$ cat src/rtl/tli_pkg.sv
// Shared types and constants of the table interpolation and integral block.
// Used by the controller, the datapath and the top level; depends on nothing.
package tli_pkg;

  typedef enum logic [1:0] {
    ST_OK,
    ST_RANGE,
    ST_ORDER
  } status_e;

  typedef enum logic [2:0] {
    RD_NONE,
    RD_ZERO,
    RD_LAST,
    RD_MID,
    RD_K
  } rd_sel_e;

  typedef enum logic [3:0] {
    OP_NONE,
    OP_CAPTURE,
    OP_SRCH_INIT,
    OP_SRCH_UPD,
    OP_SW_FIRST,
    OP_SEG_LOAD,
    OP_LAST_LOAD,
    OP_MUL_LO,
    OP_MUL_HI,
    OP_MUL_SUM,
    OP_ACC,
    OP_DIV_INIT,
    OP_DIV_STEP,
    OP_INTERP,
    OP_OUT_ZERO,
    OP_OUT_RES
  } op_e;

  typedef struct packed {
    op_e     op;
    rd_sel_e rd;
    status_e status;
  } cmd_t;

  typedef struct packed {
    logic n_lt2;
    logic z_lt_data;
    logic z_gt_data;
    logic span_gt1;
    logic order_bad;
    logic k_last;
    logic div_done;
    logic out_free;
  } sts_t;

  localparam int unsigned XW = 32;
  localparam int unsigned IW = 48;
  localparam int unsigned PTS_W = 7;
  localparam logic [PTS_W-1:0] PTS_RESET = 7'd2;
  localparam logic [5:0] DIV_STEPS = 6'd33;
  localparam logic [IW-1:0] INTEG_MAX = 48'h7FFF_FFFF_FFFF;
  localparam logic [IW-1:0] INTEG_MIN = 48'h8000_0000_0000;

endpackage

$ cat src/rtl/tli_ctrl.sv
// Sequencing state machine of the table interpolation block.
// Depends on tli_pkg; drives the datapath by commands and reads its status.
module tli_ctrl (
  input  logic          clk_i,
  input  logic          rst_ni,
  input  logic          in_valid_i,
  input  logic          in_query_i,
  output logic          in_ready_o,
  input  tli_pkg::sts_t sts_i,
  output tli_pkg::cmd_t cmd_o
);

  typedef enum logic [4:0] {
    S_IDLE, S_CHK, S_W0, S_WN, S_SRCH, S_SRCH_W, S_SW_FIRST, S_SW_RD, S_SW_W,
    S_MLO, S_MHI, S_MSUM, S_ACC, S_DIV_INIT, S_DIV, S_INTERP, S_OUT_ZERO, S_OUT_RES
  } state_e;

  typedef enum logic [1:0] {
    TAG_SEG,
    TAG_LAST,
    TAG_FINAL
  } tag_e;

  state_e           state_q, state_d;
  tli_pkg::status_e status_q, status_d;
  tag_e             tag_q, tag_d;

  always_comb begin
    state_d       = state_q;
    status_d      = status_q;
    tag_d         = tag_q;
    in_ready_o    = 1'b0;
    cmd_o.op      = tli_pkg::OP_NONE;
    cmd_o.rd      = tli_pkg::RD_NONE;
    cmd_o.status  = status_q;
    case (state_q)
      S_IDLE: begin
        in_ready_o = 1'b1;
        if (in_valid_i) begin
          cmd_o.op = tli_pkg::OP_CAPTURE;
          status_d = tli_pkg::ST_OK;
          state_d  = in_query_i ? S_CHK : S_OUT_ZERO;
        end
      end
      S_CHK: begin
        if (sts_i.n_lt2) begin
          status_d = tli_pkg::ST_RANGE;
          state_d  = S_OUT_ZERO;
        end else begin
          cmd_o.rd = tli_pkg::RD_ZERO;
          state_d  = S_W0;
        end
      end
      S_W0: begin
        if (sts_i.z_lt_data) begin
          status_d = tli_pkg::ST_RANGE;
          state_d  = S_OUT_ZERO;
        end else begin
          cmd_o.rd = tli_pkg::RD_LAST;
          state_d  = S_WN;
        end
      end
      S_WN: begin
        if (sts_i.z_gt_data) begin
          status_d = tli_pkg::ST_RANGE;
          state_d  = S_OUT_ZERO;
        end else begin
          cmd_o.op = tli_pkg::OP_SRCH_INIT;
          state_d  = S_SRCH;
        end
      end
      S_SRCH: begin
        if (sts_i.span_gt1) begin
          cmd_o.rd = tli_pkg::RD_MID;
          state_d  = S_SRCH_W;
        end else begin
          cmd_o.rd = tli_pkg::RD_ZERO;
          state_d  = S_SW_FIRST;
        end
      end
      S_SRCH_W: begin
        cmd_o.op = tli_pkg::OP_SRCH_UPD;
        state_d  = S_SRCH;
      end
      S_SW_FIRST: begin
        cmd_o.op = tli_pkg::OP_SW_FIRST;
        state_d  = S_SW_RD;
      end
      S_SW_RD: begin
        cmd_o.rd = tli_pkg::RD_K;
        state_d  = S_SW_W;
      end
      S_SW_W: begin
        if (sts_i.order_bad) begin
          status_d = tli_pkg::ST_ORDER;
          state_d  = S_OUT_ZERO;
        end else if (sts_i.k_last) begin
          cmd_o.op = tli_pkg::OP_LAST_LOAD;
          tag_d    = TAG_LAST;
          state_d  = S_MLO;
        end else begin
          cmd_o.op = tli_pkg::OP_SEG_LOAD;
          tag_d    = TAG_SEG;
          state_d  = S_MLO;
        end
      end
      S_MLO: begin
        cmd_o.op = tli_pkg::OP_MUL_LO;
        state_d  = S_MHI;
      end
      S_MHI: begin
        cmd_o.op = tli_pkg::OP_MUL_HI;
        state_d  = S_MSUM;
      end
      S_MSUM: begin
        cmd_o.op = tli_pkg::OP_MUL_SUM;
        state_d  = (tag_q == TAG_LAST) ? S_DIV_INIT : S_ACC;
      end
      S_ACC: begin
        cmd_o.op = tli_pkg::OP_ACC;
        state_d  = (tag_q == TAG_FINAL) ? S_OUT_RES : S_SW_RD;
      end
      S_DIV_INIT: begin
        cmd_o.op = tli_pkg::OP_DIV_INIT;
        state_d  = S_DIV;
      end
      S_DIV: begin
        if (sts_i.div_done) begin
          state_d = S_INTERP;
        end else begin
          cmd_o.op = tli_pkg::OP_DIV_STEP;
        end
      end
      S_INTERP: begin
        cmd_o.op = tli_pkg::OP_INTERP;
        tag_d    = TAG_FINAL;
        state_d  = S_MLO;
      end
      S_OUT_ZERO: begin
        if (sts_i.out_free) begin
          cmd_o.op = tli_pkg::OP_OUT_ZERO;
          state_d  = S_IDLE;
        end
      end
      S_OUT_RES: begin
        if (sts_i.out_free) begin
          cmd_o.op = tli_pkg::OP_OUT_RES;
          state_d  = S_IDLE;
        end
      end
      default: begin
        state_d = S_IDLE;
      end
    endcase
  end

  always_ff @(posedge clk_i or negedge rst_ni) begin
    if (!rst_ni) begin
      state_q  <= S_IDLE;
      status_q <= tli_pkg::ST_OK;
      tag_q    <= TAG_SEG;
    end else begin
      state_q  <= state_d;
      status_q <= status_d;
      tag_q    <= tag_d;
    end
  end

`ifndef SYNTHESIS
  a_out_free: assert property (@(posedge clk_i) disable iff (!rst_ni)
    (cmd_o.op == tli_pkg::OP_OUT_RES || cmd_o.op == tli_pkg::OP_OUT_ZERO) |-> sts_i.out_free)
    else $error("Result register loaded while occupied.");
  a_interp_after_div: assert property (@(posedge clk_i) disable iff (!rst_ni)
    (state_q == S_INTERP) |-> ($past(state_q) == S_DIV && $past(sts_i.div_done)))
    else $error("Interpolation started before the division finished.");
  a_div_tag: assert property (@(posedge clk_i) disable iff (!rst_ni)
    (state_q == S_DIV_INIT) |-> (tag_q == TAG_LAST))
    else $error("Division started for a product that is not the slope term.");
`endif

endmodule

$ cat config.mk
export PLATFORM = sky130hd
export DESIGN_NAME = tli_ctrl
export DESIGN_NICKNAME = d
export VERILOG_FILES = /design/src/rtl/tli_pkg.sv /design/src/rtl/tli_ctrl.sv
export SDC_FILE = /design/constraint.sdc
export NUM_CORES = 1
export LEC_CHECK = 0
export BUFFER_PORTS_ARGS = -buffer_cell sky130_fd_sc_hd__buf_2
export CORE_ASPECT_RATIO = 0.75
export CORE_UTILIZATION = 52
export DETAILED_ROUTE_END_ITERATION = 7
export GPL_TIMING_DRIVEN = 0
export HOLD_SLACK_MARGIN = 0.06
export PLACE_DENSITY_LB_ADDON = 0.08
export SYNTH_ARGS = -nofsm -noshare
export SYNTH_HDL_FRONTEND = slang
export SYNTH_SLANG_ARGS = --single-unit
$ cat constraint.sdc
create_clock -name clk_i -period 2.2 [get_ports clk_i]
set_input_delay 0.33 -clock clk_i [delete_from_list [all_inputs] [get_ports clk_i]]
set_output_delay 0.33 -clock clk_i [all_outputs]
set_load 0.02 [all_outputs]
==> flow_metrics.tcl, run 1 <==
set metrics [dict create \
    status "finished with violations" \
    violations "setup timing" \
    endpoint_kind "output pin" \
    route.met3.wl_um 343 \
    cts_sinks 9 \
    syn_nets 130 \
    clockRootBuffer "clkbuf_4" \
    final_util 0.742 \
    relSlewSlack 0.723 \
    drt_iter0_markers 55 \
    drive_gt1_frac 0.336 \
    dr.max_layer_used "met4" \
    netlist_instances 118 \
    critical_path_class "register to output pin" \
    ys_types 52 \
    clk_path_buf_depth 2 \
    final_cell_mix "buf_2 (21), nor2_1 (9)" \
    worst_slack_ns -0.0346 \
    grt_overflow 0 \
    drt-total-wl_mm 2.87 \
    cp_cell_sequence "or2_4 > or4_4 > o22a_1 > o21ai_2 > buf_6" \
    arrival_ns 1.90 \
    htreeDepth 1 \
    drc 0 \
    ant_nets 0 \
    post-route-min-period_ns 2.23 \
    hp-class "input port to register" \
    peakVddDrop_mv 0.735 \
    p_leak_nw 0.520 \
    min_period_over_period 1.02 \
    hold_viol 0 \
    final_common_cell "buf_2" \
    fin_nets 162 \
    seq_area_frac_synth 0.245 \
    cp_max_fo 4 \
    synthFlopType "dfrtp_1" \
    cpMaxStageDelayCell "or4_4" \
    fp.dieW_um 50.6 \
    synth_top_area_frac 0.245 \
    cts_tree "yes" \
    cts_made_buffers 3 \
    path_clk_slew_ns 0.06 \
    core_area_um2 1560 \
    rsz0062_at_grt "true" \
    grt_pass1_wl_mm 4.55 \
    io_pins 22 \
    power_density_nw_per_um2 936 \
    num_vias 1121 \
    dp.final_hpwl_mm 2.04 \
    antenna_found_initial 0 \
    postLayoutCellArea_um2 1160 \
    rows 12 \
    synth_top_area_cell "dfrtp_1" \
    synth_edf_count 0 \
    slowest_delay_ns 0.50 \
    timing.final.max_slew_violations 0 \
    grt_max_degree 11 \
    via_per_inst 6.59 \
    fp.dieH_um 38.4 \
    finClkSkew_ns 0.00252 \
    wl_met1_mm 1.22 \
    setup_viol_count_final 1 \
    worst-slew-pin-transition_ns 0.415 \
    clk_latency_ns 0.27 \
    gp_congestion 0.975 \
    port_buffers 21 \
    area_growth_pct 26.0 \
    wl_met2_mm 1.23 \
    dr.pass1.iters 7 \
    initial_core_util 0.589 \
    grt_pass1_vias 917 \
    min_path_cells 3 \
    r2r_cells 5 \
    ys_ff_latch 9 \
    maxCapViolations 0 \
    synthTopCellsByArea "dfrtp_1 (24%), nor2b_1 (4.8%), nor2_1 (4.1%), a21oi_1 (3.3%), buf_2 (3.3%)" \
    fmax_ghz 0.448 \
    die-area_um2 1940 \
    antenna_cells 0 \
    ys_async_sr_fraction 1.00 \
    syn_avg_cell_area_um2 7.79 \
    required_ns 1.87 \
    netlist_area_um2 920 \
    place_area_um2 1050 \
    cp-start-kind "register" \
    wire_per_inst_um 16.9 \
    grt_usage 0.331 \
    yosys_warnings 0 \
]
-- worst max-delay path: cells and delay by family (launching register included) --
family	cells	cell delay [ns]
AOI/OAI and AO/OA	2	0.30
buffers and inverters	1	0.13
DFF	1	0.43
and+or+nand+nor	2	0.77
-- registers in the layout, indices dropped and copies added, names as in the netlist --
name and flops:
state_q 5, status_q 2, tag_q 2
-- logic make-up after synthesis --
logic type      synth area share
compound gates             0.294
mux                       0.0449
simple gates               0.355
flops                      0.245
buf+inv                   0.0612
-- metrics by stage --
stage	std cells	total power [W]	hold slack (ns)	setup slack, ns	TNS (ns)
after floorplan	118	0.000677	0.0344	0.182	0
after global placement	160	0.000840	0.182	0.173	0
after detailed placement	160	0.000845	0.186	0.149	0
after CTS	168	0.00102	0.384	-0.0493	-0.0493
after global routing	170	0.00115	0.379	-0.0683	-0.146
final	170	0.00108	0.377	-0.0346	-0.0346
-- power by group --
part / internal, W / switching, W
Combinational: 0.000311 / 0.000401
Sequential: 0.000201 / 0.0000404
Clock: 0.0000701 / 0.0000609
-- final cells by class --
| type | count | area [µm²] |
|---|---|---|
| fillers | 133 | 403 |
| flip-flops and latches | 9 | 228 |
| clock buffers | 4 | 26.3 |
| well taps | 21 | 26.3 |
| plain buffers | 10 | 61.3 |
| inverters | 2 | 7.51 |
| repair buffers | 27 | 161 |
| multi-input cells | 97 | 648 |
-- per-layer routing --
metal  vias up  track usage
met5         -            0
met4         0        0.125
met3         9        0.111
met2        92        0.463
met1       503        0.462
li1        517            -
-- worst paths after layout --
path                               end  slack [ns]         from
min reg2reg                status_q[1]        0.47  status_q[1]
min                           tag_q[0]        0.38     sts_i[2]
max reg2reg                   tag_q[0]        0.52   state_q[1]
min in group asynchronous  status_q[1]        0.45       rst_ni
max in group asynchronous   state_q[0]        1.56       rst_ni
max                           cmd_o[6]       -0.03   state_q[1]
-- synth_stat cells, types with 2 or more instances --
cell,n
nor3_1,6
buf_2,6
dfrtp_1,9
nor2_1,10
a21oi_1,6
or3b_1,3
nand2_1,6
nand2b_1,3
nand3b_1,2
o22ai_1,2
o21ai_0,3
inv_1,2
nor2b_1,7
a21o_1,4
a211oi_1,2
buf_1,2
mux2i_1,3
o21ai_1,3
o211ai_1,2
nand3_1,4
a31oi_1,2
-- what timing repair did --
action,4_1_cts,5_1_grt
endpoints found under the hold margin,9,0
buffers inserted,3,2
hold buffers,1,0
setup endpoints to repair,3,4
resized for setup,5,9
Power figures use the tool's default switching activity.
==> run 2: changes to the inputs <==
ABC_AREA = 1   (was default)
CORE_UTILIZATION = 53   (was 52)
==> run 2 against run 1 <==
  * The run now ends clean
  * Cell count grew 16%
  * Final area shrank 0.86%
  * Critical endpoint is now cmd_o[5]
  * Clock-buffer cell count shrank 1
  * Flip-flop and latch count is the same
  * Combinational power grew 17%
==> flow_metrics.tcl, run 2 <==
set metrics [dict create \
    cp_max_fo 8 \
    dp.final_hpwl_mm 2.04 \
    yosys-top-cells-count "nand2_1 (40), nor2_1 (17), inv_1 (15)" \
    cp-start-kind "register" \
    path_clk_slew_ns 0.06 \
    clk_path_buf_depth 2 \
    post_cts_resized 0 \
    synthMuxAreaShare 0 \
    via_per_inst 5.52 \
    grt_pass1_wl_mm 3.97 \
    final_common_cell "nand2_1" \
    status "finished, final reports clean" \
    clk_latency_ns 0.27 \
    ys_types 29 \
    core_area_um2 1740 \
    synthFlopType "dfrtp_1" \
    timing.final.max_slew_violations 0 \
    netlist_instances 149 \
    syn_nets 161 \
    finClkSkew_ns 0.00309 \
    hold_start "sts_i[2]" \
    grt_pass1_vias 907 \
    reg2reg_from "state_q[2]" \
    synth_most_common_cell "nand2_1" \
    area_growth_pct 17.4 \
    worst-slew-pin-transition_ns 0.331 \
    netlist_area_um2 978 \
    seq_area_frac_synth 0.230 \
    drc 0 \
    yosys_warnings 0 \
    wire_per_inst_um 12.7 \
    num_vias 1087 \
    postLayoutCellArea_um2 1150 \
    fp.dieW_um 51.6 \
    cts_sinks 9 \
    p_leak_nw 0.672 \
    synth_top_family_by_area "simple AND/OR/NAND/NOR gates" \
    initial_core_util 0.562 \
    dr.pass1.iters 4 \
    fin_setup_tns_ns 0 \
    power_density_nw_per_um2 1060 \
    required_ns 1.87 \
    htreeDepth 1 \
    synth_top_area_frac 0.230 \
    maxCapViolations 0 \
    antenna_found_initial 0 \
    reg_top3 "state_q: 5 flops, status_q: 2 flops, tag_q: 2 flops" \
    relSlewSlack 0.778 \
    synthTopCellsByArea "dfrtp_1 (23%), nand2_1 (15%), nor2_1 (6.5%), nand3_1 (6.1%), inv_1 (5.8%)" \
    io_pins 22 \
    largest_reg_flops 5 \
    synth_top_area_cell "dfrtp_1" \
    drive_gt1_frac 0.326 \
    drt_iter0_markers 51 \
    post-route-min-period_ns 2.06 \
    port_buffers 21 \
    ys_ff_latch 9 \
    arrival_ns 1.73 \
    syn_avg_cell_area_um2 6.57 \
    final_cell_mix "nand2_1 (40), buf_2 (21), nor2_1 (17)" \
    cts_tree "yes" \
    nFillCells 163 \
    grt_usage 0.284 \
    ys_async_sr_fraction 1.00 \
    cts_made_buffers 3 \
    place_area_um2 1110 \
    grt_overflow 0 \
    hp-class "input port to register" \
    largest_register "state_q" \
    synth_compound_area_frac 0.0614 \
    peakVddDrop_mv 0.592 \
    synth_simple_gate_area_frac 0.582 \
    synth_edf_count 0 \
    gp_congestion 0.979 \
    setup_viol_count_final 0 \
    rsz0062_at_grt "false" \
    critical_path_class "register to output pin" \
    fp.dieH_um 39.2 \
    min_period_over_period 0.937 \
    synth_adder_area_share 0 \
    fin_nets 188 \
    hold_viol 0 \
    drt-total-wl_mm 2.51 \
    fmax_ghz 0.485 \
    rows 13 \
    worst_slack_ns 0.138 \
    ant_nets 0 \
    clockRootBuffer "clkbuf_4" \
    grt_max_degree 11 \
    dp_slack_ns 0.442 \
    cp-startpoint "state_q[0]" \
    endpoint_kind "output pin" \
    antenna_cells 0 \
    die-area_um2 2020 \
    synth-xor-area-share 0 \
]
run 2: kinds of logic after synthesis:
family	after synthesis
DFF	9
and+or+nand+nor	102
AOI/OAI and AO/OA	10
buffers and inverters	28
run 2: path summary, 6_finish.rpt:
kind	to	slack [ns]	depth (start not counted)
max in group asynchronous	status_q[0]	1.58	2
worst min-delay path	tag_q[0]	0.35	3
worst max-delay path	cmd_o[5]	0.14	6
worst min register to register	status_q[1]	0.47	2
worst max register to register	state_q[2]	0.74	6
min in group asynchronous	state_q[4]	0.44	2
run 2: repair_timing:
action | CTS | global route
setup endpoints to repair | 0 | 0
buffers inserted | 0 | 0
endpoints found under the hold margin | 9 | 0
hold buffers | 1 | 0
run 2: layout make-up:
cell class	instances	area [µm²]	area share
timing repair buffer	22	115	0.100
sequential	9	225	0.196
clock inverter	1	5.00	0.00436
inverter	24	90.1	0.0784
clock buffer	3	22.5	0.0196
tap	22	27.5	0.0240
buffer	4	33.8	0.0294
multi-input combinational	112	629	0.548
run 2: per-stage QoR:
| stage | utilization | cells | power (W) | hold WS (ns) |
|---|---|---|---|---|
| floorplan | - | 149 | 0.000894 | 0.0344 |
| global placement | 0.638 | 192 | 0.00107 | 0.186 |
| detailed placement | 0.638 | 192 | 0.00108 | 0.188 |
| CTS | 0.660 | 197 | 0.00122 | 0.333 |
| global route | 0.660 | 197 | 0.00132 | 0.355 |
| finish | 0.660 | 197 | 0.00121 | 0.347 |
run 2: power by group:
| part | internal, W | switching [W] |
|---|---|---|
| clock | 0.0000673 | 0.0000626 |
| sequential | 0.000209 | 0.0000378 |
| combinational | 0.000282 | 0.000553 |
| total | 0.000559 | 0.000654 |
run 2: critical path: stages (launching register included):
cell and delay [ns]:
dfrtp_1 0.36, buf_4 0.19, nor2_4 0.17, nand4_2 0.22, or2_0 0.27, nand4_1 0.08
buf_2 0.17
run 2: per-layer routing:
metal	global-route usage	vias to the layer above	share of wire
met3	0.0745	2	0.11
met1	0.381	490	0.43
met4	0.0541	0	0.0040
met2	0.461	57	0.45
li1	-	538	-
met5	0	-	0
